===== config.mk =====
export PLATFORM = sky130hd
export DESIGN_NAME = ldf_div
export DESIGN_NICKNAME = d
export VERILOG_FILES = /design/src/rtl/ldf_pkg.sv /design/src/rtl/ldf_div.sv
export SDC_FILE = /design/constraint.sdc
export NUM_CORES = 2
export LEC_CHECK = 0
export ABC_AREA = 1
export BUFFER_PORTS_ARGS = -buffer_cell sky130_fd_sc_hd__buf_4
export CAP_MARGIN = 20
export CORE_MARGIN = 3
export CORE_UTILIZATION = 59
export CTS_CLUSTER_SIZE = 40
export DETAILED_ROUTE_END_ITERATION = 8
export HOLD_SLACK_MARGIN = 0.12
export PLACE_DENSITY = 0.76
export SYNTH_ARGS = -nofsm -noshare
export SYNTH_HDL_FRONTEND = slang
export SYNTH_SLANG_ARGS = --single-unit

===== constraint.sdc =====
create_clock -name clk -period 12.8 [get_ports clk]
set_input_delay 0.64 -clock clk [delete_from_list [all_inputs] [get_ports clk]]
set_output_delay 0.64 -clock clk [all_outputs]
set_load 0.05 [all_outputs]

===== src/rtl/ldf_pkg.sv =====
// ----------------------------------------------------------------------------
// ldf_pkg: shared constants and types of the lossy dielectric field update
// Field widths, pipeline depths, saturation limits and the beats exchanged
// between the multiply front end, the divider and the top level.
// ----------------------------------------------------------------------------
`default_nettype none

package ldf_pkg;

  // field widths
  localparam int CELL_W = 10;
  localparam int DATA_W = 32;
  localparam int COEF_W = 24;
  localparam int FRAC_W = 16;
  localparam int HIST_W = 48;

  localparam int NUM_CELLS_DEF = 1024;

  // datapath widths
  localparam int A_W     = COEF_W + 2;            // eps - eta or -2*eta
  localparam int C_W     = DATA_W + 1 + FRAC_W;   // additive term, signed Q33.16
  localparam int D_W     = COEF_W + 1;            // divisor eps + eta
  localparam int N_W     = A_W + HIST_W;          // numerator
  localparam int SPLIT_W = HIST_W / 2;            // history split for partial products
  localparam int Q_W     = DATA_W;                // quotient bits worked out

  // pipeline shape
  localparam int DIV_STEP_BITS = 4;
  localparam int DIV_STAGES    = Q_W / DIV_STEP_BITS;
  localparam int MUL_LAT       = 3;
  localparam int DIV_LAT       = DIV_STAGES + 3;
  localparam int SB_DEPTH      = 1 + MUL_LAT + DIV_LAT;

  // saturation limits
  localparam logic [DATA_W-1:0] E_MAX = {1'b0, {(DATA_W-1){1'b1}}};
  localparam logic [DATA_W-1:0] E_MIN = {1'b1, {(DATA_W-1){1'b0}}};
  localparam logic [HIST_W-1:0] HIST_MAX = {1'b0, {(HIST_W-1){1'b1}}};
  localparam logic [HIST_W-1:0] HIST_MIN = {1'b1, {(HIST_W-1){1'b0}}};

  typedef struct packed {
    logic [A_W-1:0]    a;      // coefficient, two's complement
    logic [HIST_W-1:0] b;      // history value, two's complement
    logic              clip;   // clip history to the field range first
    logic [C_W-1:0]    c;      // additive term, two's complement
    logic [D_W-1:0]    d;      // divisor
  } mul_req_t;

  typedef struct packed {
    logic [N_W-1:0] n;
    logic [D_W-1:0] d;
  } div_req_t;

  typedef struct packed {
    logic [DATA_W-1:0] e;
    logic              flag;
  } div_res_t;

  typedef struct packed {
    logic [DATA_W-1:0] e_field;
    logic [CELL_W-1:0] out_cell_index;
    logic              saturated;
  } result_t;

endpackage

`default_nettype wire


===== src/rtl/ldf_div.sv =====
// ----------------------------------------------------------------------------
// ldf_div: pipelined signed divider with saturation
// Takes the magnitude, screens quotients too large for the field, then works
// out the quotient bits four per stage, truncating toward zero.
// ----------------------------------------------------------------------------
`default_nettype none

module ldf_div (
  input  logic              clk,
  input  logic              en,
  input  ldf_pkg::div_req_t req,
  output ldf_pkg::div_res_t res
);
  import ldf_pkg::*;

  localparam int HI_W = N_W - Q_W;

  logic [N_W-1:0] mag0;
  logic           neg0;
  logic [D_W-1:0] d0;
  logic           dz0;
  logic           nz0;

  logic [D_W-1:0] st_rem [DIV_STAGES+1];
  logic [Q_W-1:0] st_low [DIV_STAGES+1];
  logic [Q_W-1:0] st_q   [DIV_STAGES+1];
  logic [D_W-1:0] st_d   [DIV_STAGES+1];
  logic           st_neg [DIV_STAGES+1];
  logic           st_dz  [DIV_STAGES+1];
  logic           st_nz  [DIV_STAGES+1];
  logic           st_ovf [DIV_STAGES+1];

  logic [Q_W-1:0]    q_fin;
  logic [DATA_W-1:0] e_next;
  logic              flag_next;

  // magnitude and sign
  always_ff @(posedge clk) begin
    if (en) begin
      neg0 <= req.n[N_W-1];
      mag0 <= req.n[N_W-1] ? (~req.n + 1'b1) : req.n;
      d0   <= req.d;
      dz0  <= (req.d == '0);
      nz0  <= (|req.n);
    end
  end

  // overflow screen: quotient reaches 2^32 when the upper part is not below d
  always_ff @(posedge clk) begin
    if (en) begin
      st_ovf[0] <= (mag0[N_W-1:Q_W] >= HI_W'(d0));
      st_rem[0] <= mag0[Q_W+D_W-1:Q_W];
      st_low[0] <= mag0[Q_W-1:0];
      st_q[0]   <= '0;
      st_d[0]   <= d0;
      st_neg[0] <= neg0;
      st_dz[0]  <= dz0;
      st_nz[0]  <= nz0;
    end
  end

  // restoring steps, DIV_STEP_BITS per stage
  for (genvar g = 0; g < DIV_STAGES; g++) begin : g_step
    logic [D_W-1:0] rem_v [DIV_STEP_BITS+1];
    logic [Q_W-1:0] low_v [DIV_STEP_BITS+1];
    logic [Q_W-1:0] q_v   [DIV_STEP_BITS+1];
    logic [D_W:0]   trial [DIV_STEP_BITS];

    always_comb begin
      rem_v[0] = st_rem[g];
      low_v[0] = st_low[g];
      q_v[0]   = st_q[g];
      for (int k = 0; k < DIV_STEP_BITS; k++) begin
        trial[k]   = {rem_v[k], low_v[k][Q_W-1]};
        low_v[k+1] = {low_v[k][Q_W-2:0], 1'b0};
        if (trial[k] >= {1'b0, st_d[g]}) begin
          rem_v[k+1] = D_W'(trial[k] - {1'b0, st_d[g]});
          q_v[k+1]   = {q_v[k][Q_W-2:0], 1'b1};
        end else begin
          rem_v[k+1] = trial[k][D_W-1:0];
          q_v[k+1]   = {q_v[k][Q_W-2:0], 1'b0};
        end
      end
    end

    always_ff @(posedge clk) begin
      if (en) begin
        st_rem[g+1] <= rem_v[DIV_STEP_BITS];
        st_low[g+1] <= low_v[DIV_STEP_BITS];
        st_q[g+1]   <= q_v[DIV_STEP_BITS];
        st_d[g+1]   <= st_d[g];
        st_neg[g+1] <= st_neg[g];
        st_dz[g+1]  <= st_dz[g];
        st_nz[g+1]  <= st_nz[g];
        st_ovf[g+1] <= st_ovf[g];
      end
    end
  end

  assign q_fin = st_q[DIV_STAGES];

  // sign, zero divisor and saturation
  always_comb begin
    e_next    = q_fin;
    flag_next = 1'b0;
    priority if (st_dz[DIV_STAGES]) begin
      flag_next = 1'b1;
      if (!st_nz[DIV_STAGES]) begin
        e_next = '0;
      end else begin
        e_next = st_neg[DIV_STAGES] ? E_MIN : E_MAX;
      end
    end else if (st_ovf[DIV_STAGES]) begin
      flag_next = 1'b1;
      e_next    = st_neg[DIV_STAGES] ? E_MIN : E_MAX;
    end else if (st_neg[DIV_STAGES] && (q_fin > E_MIN)) begin
      flag_next = 1'b1;
      e_next    = E_MIN;
    end else if (st_neg[DIV_STAGES]) begin
      e_next = Q_W'(0) - q_fin;
    end else if (q_fin[Q_W-1]) begin
      flag_next = 1'b1;
      e_next    = E_MAX;
    end else begin
      e_next = q_fin;
    end
  end

  always_ff @(posedge clk) begin
    if (en) begin
      res.e    <= e_next;
      res.flag <= flag_next;
    end
  end

endmodule

`default_nettype wire

# Yosys cells after proc, flatten, opt, wreduce, memory -nomap -nowiden
# Memories as Yosys holds them, arrays and structs flattened.
# Cells that the tools add are included.
# Widths: inputs -> output; s select.
[totals]
reg_bits = 135
mem_bits_rw = 1062
in_bits = 101
out_inout_bits = 33
wordCells = 165
mem_count = 8
[memory_table]
columns = ["name", "words", "word_bits", "rd", "rd_clocked_by_memory_dff", "write_ports", "line", "rtl"]
rows = [
  ["st_low", 9, 32, 8, 0, 9, "ldf_div.sv:25", "logic [Q_W-1:0] st_low [DIV_STAGES+1];"],
  ["st_q", 9, 32, 9, 0, 9, "ldf_div.sv:26", "logic [Q_W-1:0] st_q [DIV_STAGES+1];"],
  ["st_d", 9, 25, 8, 0, 9, "ldf_div.sv:27", "logic [D_W-1:0] st_d [DIV_STAGES+1];"],
  ["st_rem", 9, 25, 8, 0, 9, "ldf_div.sv:24", "logic [D_W-1:0] st_rem [DIV_STAGES+1];"],
  ["st_dz", 9, 1, 9, 0, 9, "ldf_div.sv:29", "logic st_dz [DIV_STAGES+1];"],
  ["st_neg", 9, 1, 9, 0, 9, "ldf_div.sv:28", "logic st_neg [DIV_STAGES+1];"],
  ["2 more memories", "-", "-", "-", "-", "-", "-", ""],
]
[op_classes]
n_addsub = 34
magnitude_cmp = 34
mux = 76
bitwise = 1
n_reduce_logical = 4
[op_table]
columns = ["op", "n"]
rows = [
  ["$ge 26x25->1", 32],
  ["$mux 25", 32],
  ["$sub 25x25->25", 32],
  ["$mux 32", 6],
  ["$add 74x1->74 const B", 1],
  ["$not 74->74", 1],
  ["$reduce_or 74->1", 1],
  ["$mux 73", 1],
  ["$ge 42x25->1", 1],
  ["$mux 1", 36],
  ["$gt 32x32->1 const B", 1],
  ["$sub 1x32->32 const A", 1],
  ["$mux 31", 1],
  ["$logic_not 25->1", 1],
  ["$reduce_or 3->1", 1],
  ["$logic_and 1x1->1", 1],
]

# Longest topological paths before layout
# An unclocked memory read counts as a cell.
[logic_depth]
ltp_word = 9
depth_mapped = 66
mapped_depth_nobuf = 60

# Least setup slack after synthesis
# Ideal clock, no wire load.
[synth_path]
kind = "register -> register"
startpoint = "memory st_low[0][31] in the netlist's numbering"
endpoint = "memory st_rem[0][46] in the netlist's numbering, data pin"
setup_time_ns = 0.254
arrival_time_ns = 7.414
t_required_ns = 12.546
setup_slack_ns = 5.132
stages_incl_launch_ff = 57
path_buffers = 4
period_less_slack_ns = 7.668
cell_sequence = "edfxtp_1 > inv_1 > ha_1 > inv_1 > fa_1 > nand3_1 > nand3_1 > nand2_1 > nand3_2 > inv_1 > clkbuf_1 > nand2_1 > nand2_1 > inv_1 > ha_1 > nand2_1 > nor2_1 > nand2_1 > (+21 left out) > buf_4 > o21ai_0 > nand2_1 > ha_1 > a21oi_1 > nor2_1 > nor2_1 > nand2_1 > nand2_1 > nand3_1 > a21o_1 > nand3_1 > nand2_1 > a21oi_1 > nand2_4 > buf_6 > nand2_1 > nand2_1"
[synth_lines]
columns = ["element", "line"]
rows = [
  ["start: declaration", "ldf_div.sv:25"],
  ["end: declaration", "ldf_div.sv:24"],
]

==> impl_metrics.tcl <==
set metrics [dict create \
    hp-class "in2reg" \
    slew_headroom_pct 28.0 \
    synth.distinct_cells 68 \
    cpPeakStageDelay_ns 0.73 \
    ctsHtreeMaxLevel 3 \
    io_pins 134 \
    rsz0062_at_grt "false" \
    r2r_setup_slack_ns 1.04 \
    maxSlewViolCount 0 \
    hold_viol_final 0 \
    clock-sinks 859 \
    avgRoutedWirePerCell_um 20.4 \
    cts_buffers 93 \
    syn_area_sq_um 86100 \
    grt_pass1_wl_um 447000 \
    drt.antenna.violating_nets 0 \
    final-setup-viol-count 0 \
    grtUsageTotal_pct 37.6 \
    critPathCaptureType "flop" \
    initial_utilization_pct 59.7 \
    critPathKind "reg2reg" \
    drc 0 \
    grt_overflow 0 \
    fillers 13000 \
    hpwlAfterDp_um 238000 \
    synth_seq_cells 859 \
    ys_seq_area_share_pct 30.0 \
    synthArstFlopShare_pct 0 \
    synth_edf_count 859 \
    postCtsSetupBuffers 0 \
    num_rows 139 \
    clockBufferDepth 3 \
    cpMaxStageDelayCell "edfxtp_1" \
    cp_max_fo 40 \
    cts_tree "yes" \
    crit_top_cell "nand2_1" \
    ctsResizeCount 0 \
    nets 13300 \
    min_period_over_period_pct 91.9 \
    cp-startpoint "st_d[0][109]" \
    regArea_sq_um 25800 \
    core_region_area_sq_um 144000 \
    r2r-end "st_rem[0][129]" \
    port-buffer-count 133 \
    dieArea_sq_um 150000 \
    required_ns 13.23 \
    finClkSkew_ns 0.0564 \
    ys_warn_count 0 \
    die_w_um 388 \
    status "finished clean" \
    drt-pass1-iter-count 9 \
    synth-main-ff-cell "edfxtp_1" \
    gp_congestion 1.08 \
    synth.avg_cell_area_sq_um 7.03 \
    wirelength_um 292000 \
    clkLatencyLatePin_ns 0.76 \
    syn_inst 12200 \
    drive_gt1_share_pct 4.41 \
    syn2layout_area_growth_pct 7.07 \
    root_buffer "clkbuf_16" \
    r2r-start "st_d[0][109]" \
    via_per_inst 5.90 \
    grt_max_degree 195 \
    antenna_found_initial 2 \
    tightest_slew_ns 1.08 \
    reg2regPathDepth 50 \
    vias 84600 \
    grt_pass1_vias 79300 \
    syn_nets 13200 \
    setup_tns_ns 0 \
    dr.first_iter.drc_count 9122 \
    maxCapViolations 0 \
    worst_setup_path_start_kind "flop" \
    cp.arrival_ns 12.19 \
    multi_input_area_sq_um 52900 \
    timing.fmax_ghz 0.0850 \
    period_needed_ns 11.76 \
    clk_pin_slew_ns 0.06 \
    crit_end "st_rem[0][129]" \
    dieHeight_um 388 \
]
-- cells in the mapped netlist, drive strengths merged (2+ instances only) --
cell	number	area (sq um)
a31o	2	17.5
o21a	83	623
o21bai	84	631
and3	8	50.1
nand2	3792	14400
o211ai	12	90.1
o41ai	3	26.3
a21oi	849	4290
fa	31	621
o2111ai	3	26.3
o22ai	2	12.5
nor4	56	350
nand4	166	1040
xnor2	285	2500
a21boi	32	240
clkbuf	43	163
edfxtp	859	25800
o311ai	2	17.5
nand3	849	4470
o31ai	8	60.1
a211oi	10	75.1
a21o	79	593
a221oi	4	35.0
a31oi	52	325
inv	1678	6300
nor2	963	3800
clkinv	7	26.3
o221ai	2	17.5
nor3b	3	22.5
nand3b	26	195
and2	19	121
xor2	368	3220
nor3	157	791
o31a	2	17.5
or2	83	519
buf	136	907
o21ai	647	3250
ha	827	10300
-- state kept, by name (all words and copies together), names as in the netlist --
register	count
st_ovf	9
st_d	200
st_rem	200
st_q	144
d0	25
st_dz	9
st_nz	9
mag0	74
st_neg	9
st_low	144
res	33
dz0	1
nz0	1
neg0	1
-- how the worst min path moves through the flow --
| stage | slack (ns) | cells after the start | from | end |
|---|---|---|---|---|
| 2_1_floorplan | 0.40 | 0 | dz0 | st_dz[0][0] |
| 3_3_place_gp | 0.40 | 0 | st_q[1][101] | st_q[2][9] |
| 3_5_place_dp | 0.40 | 0 | st_dz[0][3] | st_dz[1][0] |
| 4_1_cts | 0.14 | 1 | req[25] | mag0[0] |
| 5_1_grt | 0.16 | 1 | req[25] | mag0[0] |
| 6_report | 0.19 | 1 | req[25] | mag0[0] |
-- metrics by stage --
step / hold WS [ns] / worst slack (ns) / std cells / util [%] / instance area [sq um]
3_3_place_gp: 0.400 / 1.31 / 14100 / 61.5 / 88600
2_1_floorplan: 0.400 / 5.13 / 12200 / - / 86100
5_1_grt: 0.162 / 0.199 / 14300 / 63.9 / 92100
3_5_place_dp: 0.405 / 1.35 / 14100 / 61.5 / 88600
6_report: 0.186 / 1.04 / 14300 / 63.9 / 92200
4_1_cts: 0.139 / 1.30 / 14300 / 63.9 / 92100
-- cell type report --
cell class | count | share of cell area, %
sequential | 859 | 28.0
clock inverter | 70 | 0.955
timing repair buffer | 187 | 1.65
inverter | 1685 | 6.87
multi-input combinational | 9517 | 57.4
clock buffer | 101 | 2.56
tap | 1903 | 2.58
antenna | 4 | 0.0109
-- metal layers --
layer,wire [um],GRT usage [%],up-vias
met2,130000,61.0,4346
li1,-,-,40700
met4,20200,22.4,2
met1,115000,47.8,38600
met5,11,0,-
met3,25500,5.43,847
-- cells in the final DEF, fill, tap and decap left out, types with 18 or more instances in the layout --
cell and instances:
nand2_1 3756, inv_1 1655, nor2_1 920, edfxtp_1 859, a21oi_1 834, ha_1 827, nand3_1 816, o21ai_0 579
xor2_1 368, xnor2_1 285, nand4_1 165, buf_4 158, nor3_1 156, clkbuf_16 93, o21bai_1 84, o21a_1 83
a21o_1 79, or2_2 75, o21ai_1 64, nor4_1 56, a31oi_1 52, fa_1 31, a21boi_0 30, nor2_2 28
nand3b_1 26, nand3_2 25, dlygate4sd3_1 25, inv_2 22, nand2_2 21, clkinv_1 18, and2_1 18
-- cell families after synthesis --
family / synth area share [%]
AOI/OAI and AO/OA: 12.1
buffers and inverters: 8.60
and+or+nand+nor: 30.0
adders and majority gates: 12.7
xor gates and xnor gates: 6.65
DFF: 30.0
-- worst max-delay path: cells and delay by family (launching register included) --
kind | cells | cell delay (ns)
flip-flops | 1 | 0.73
adder cells (fa/ha/maj) | 4 | 1.56
AO/OA/AOI/OAI | 10 | 3.10
buffers and inverters | 4 | 0.98
AND/OR/NAND/NOR | 32 | 5.01
-- what timing repair did --
action,CTS,global route
hold endpoints to repair,25,0
hold buffers,25,0
setup endpoints to repair,0,0
Power is left out: the tool's default activity adds up to more than one toggle a clock period on the data nets, which glitch-free logic cannot reach.
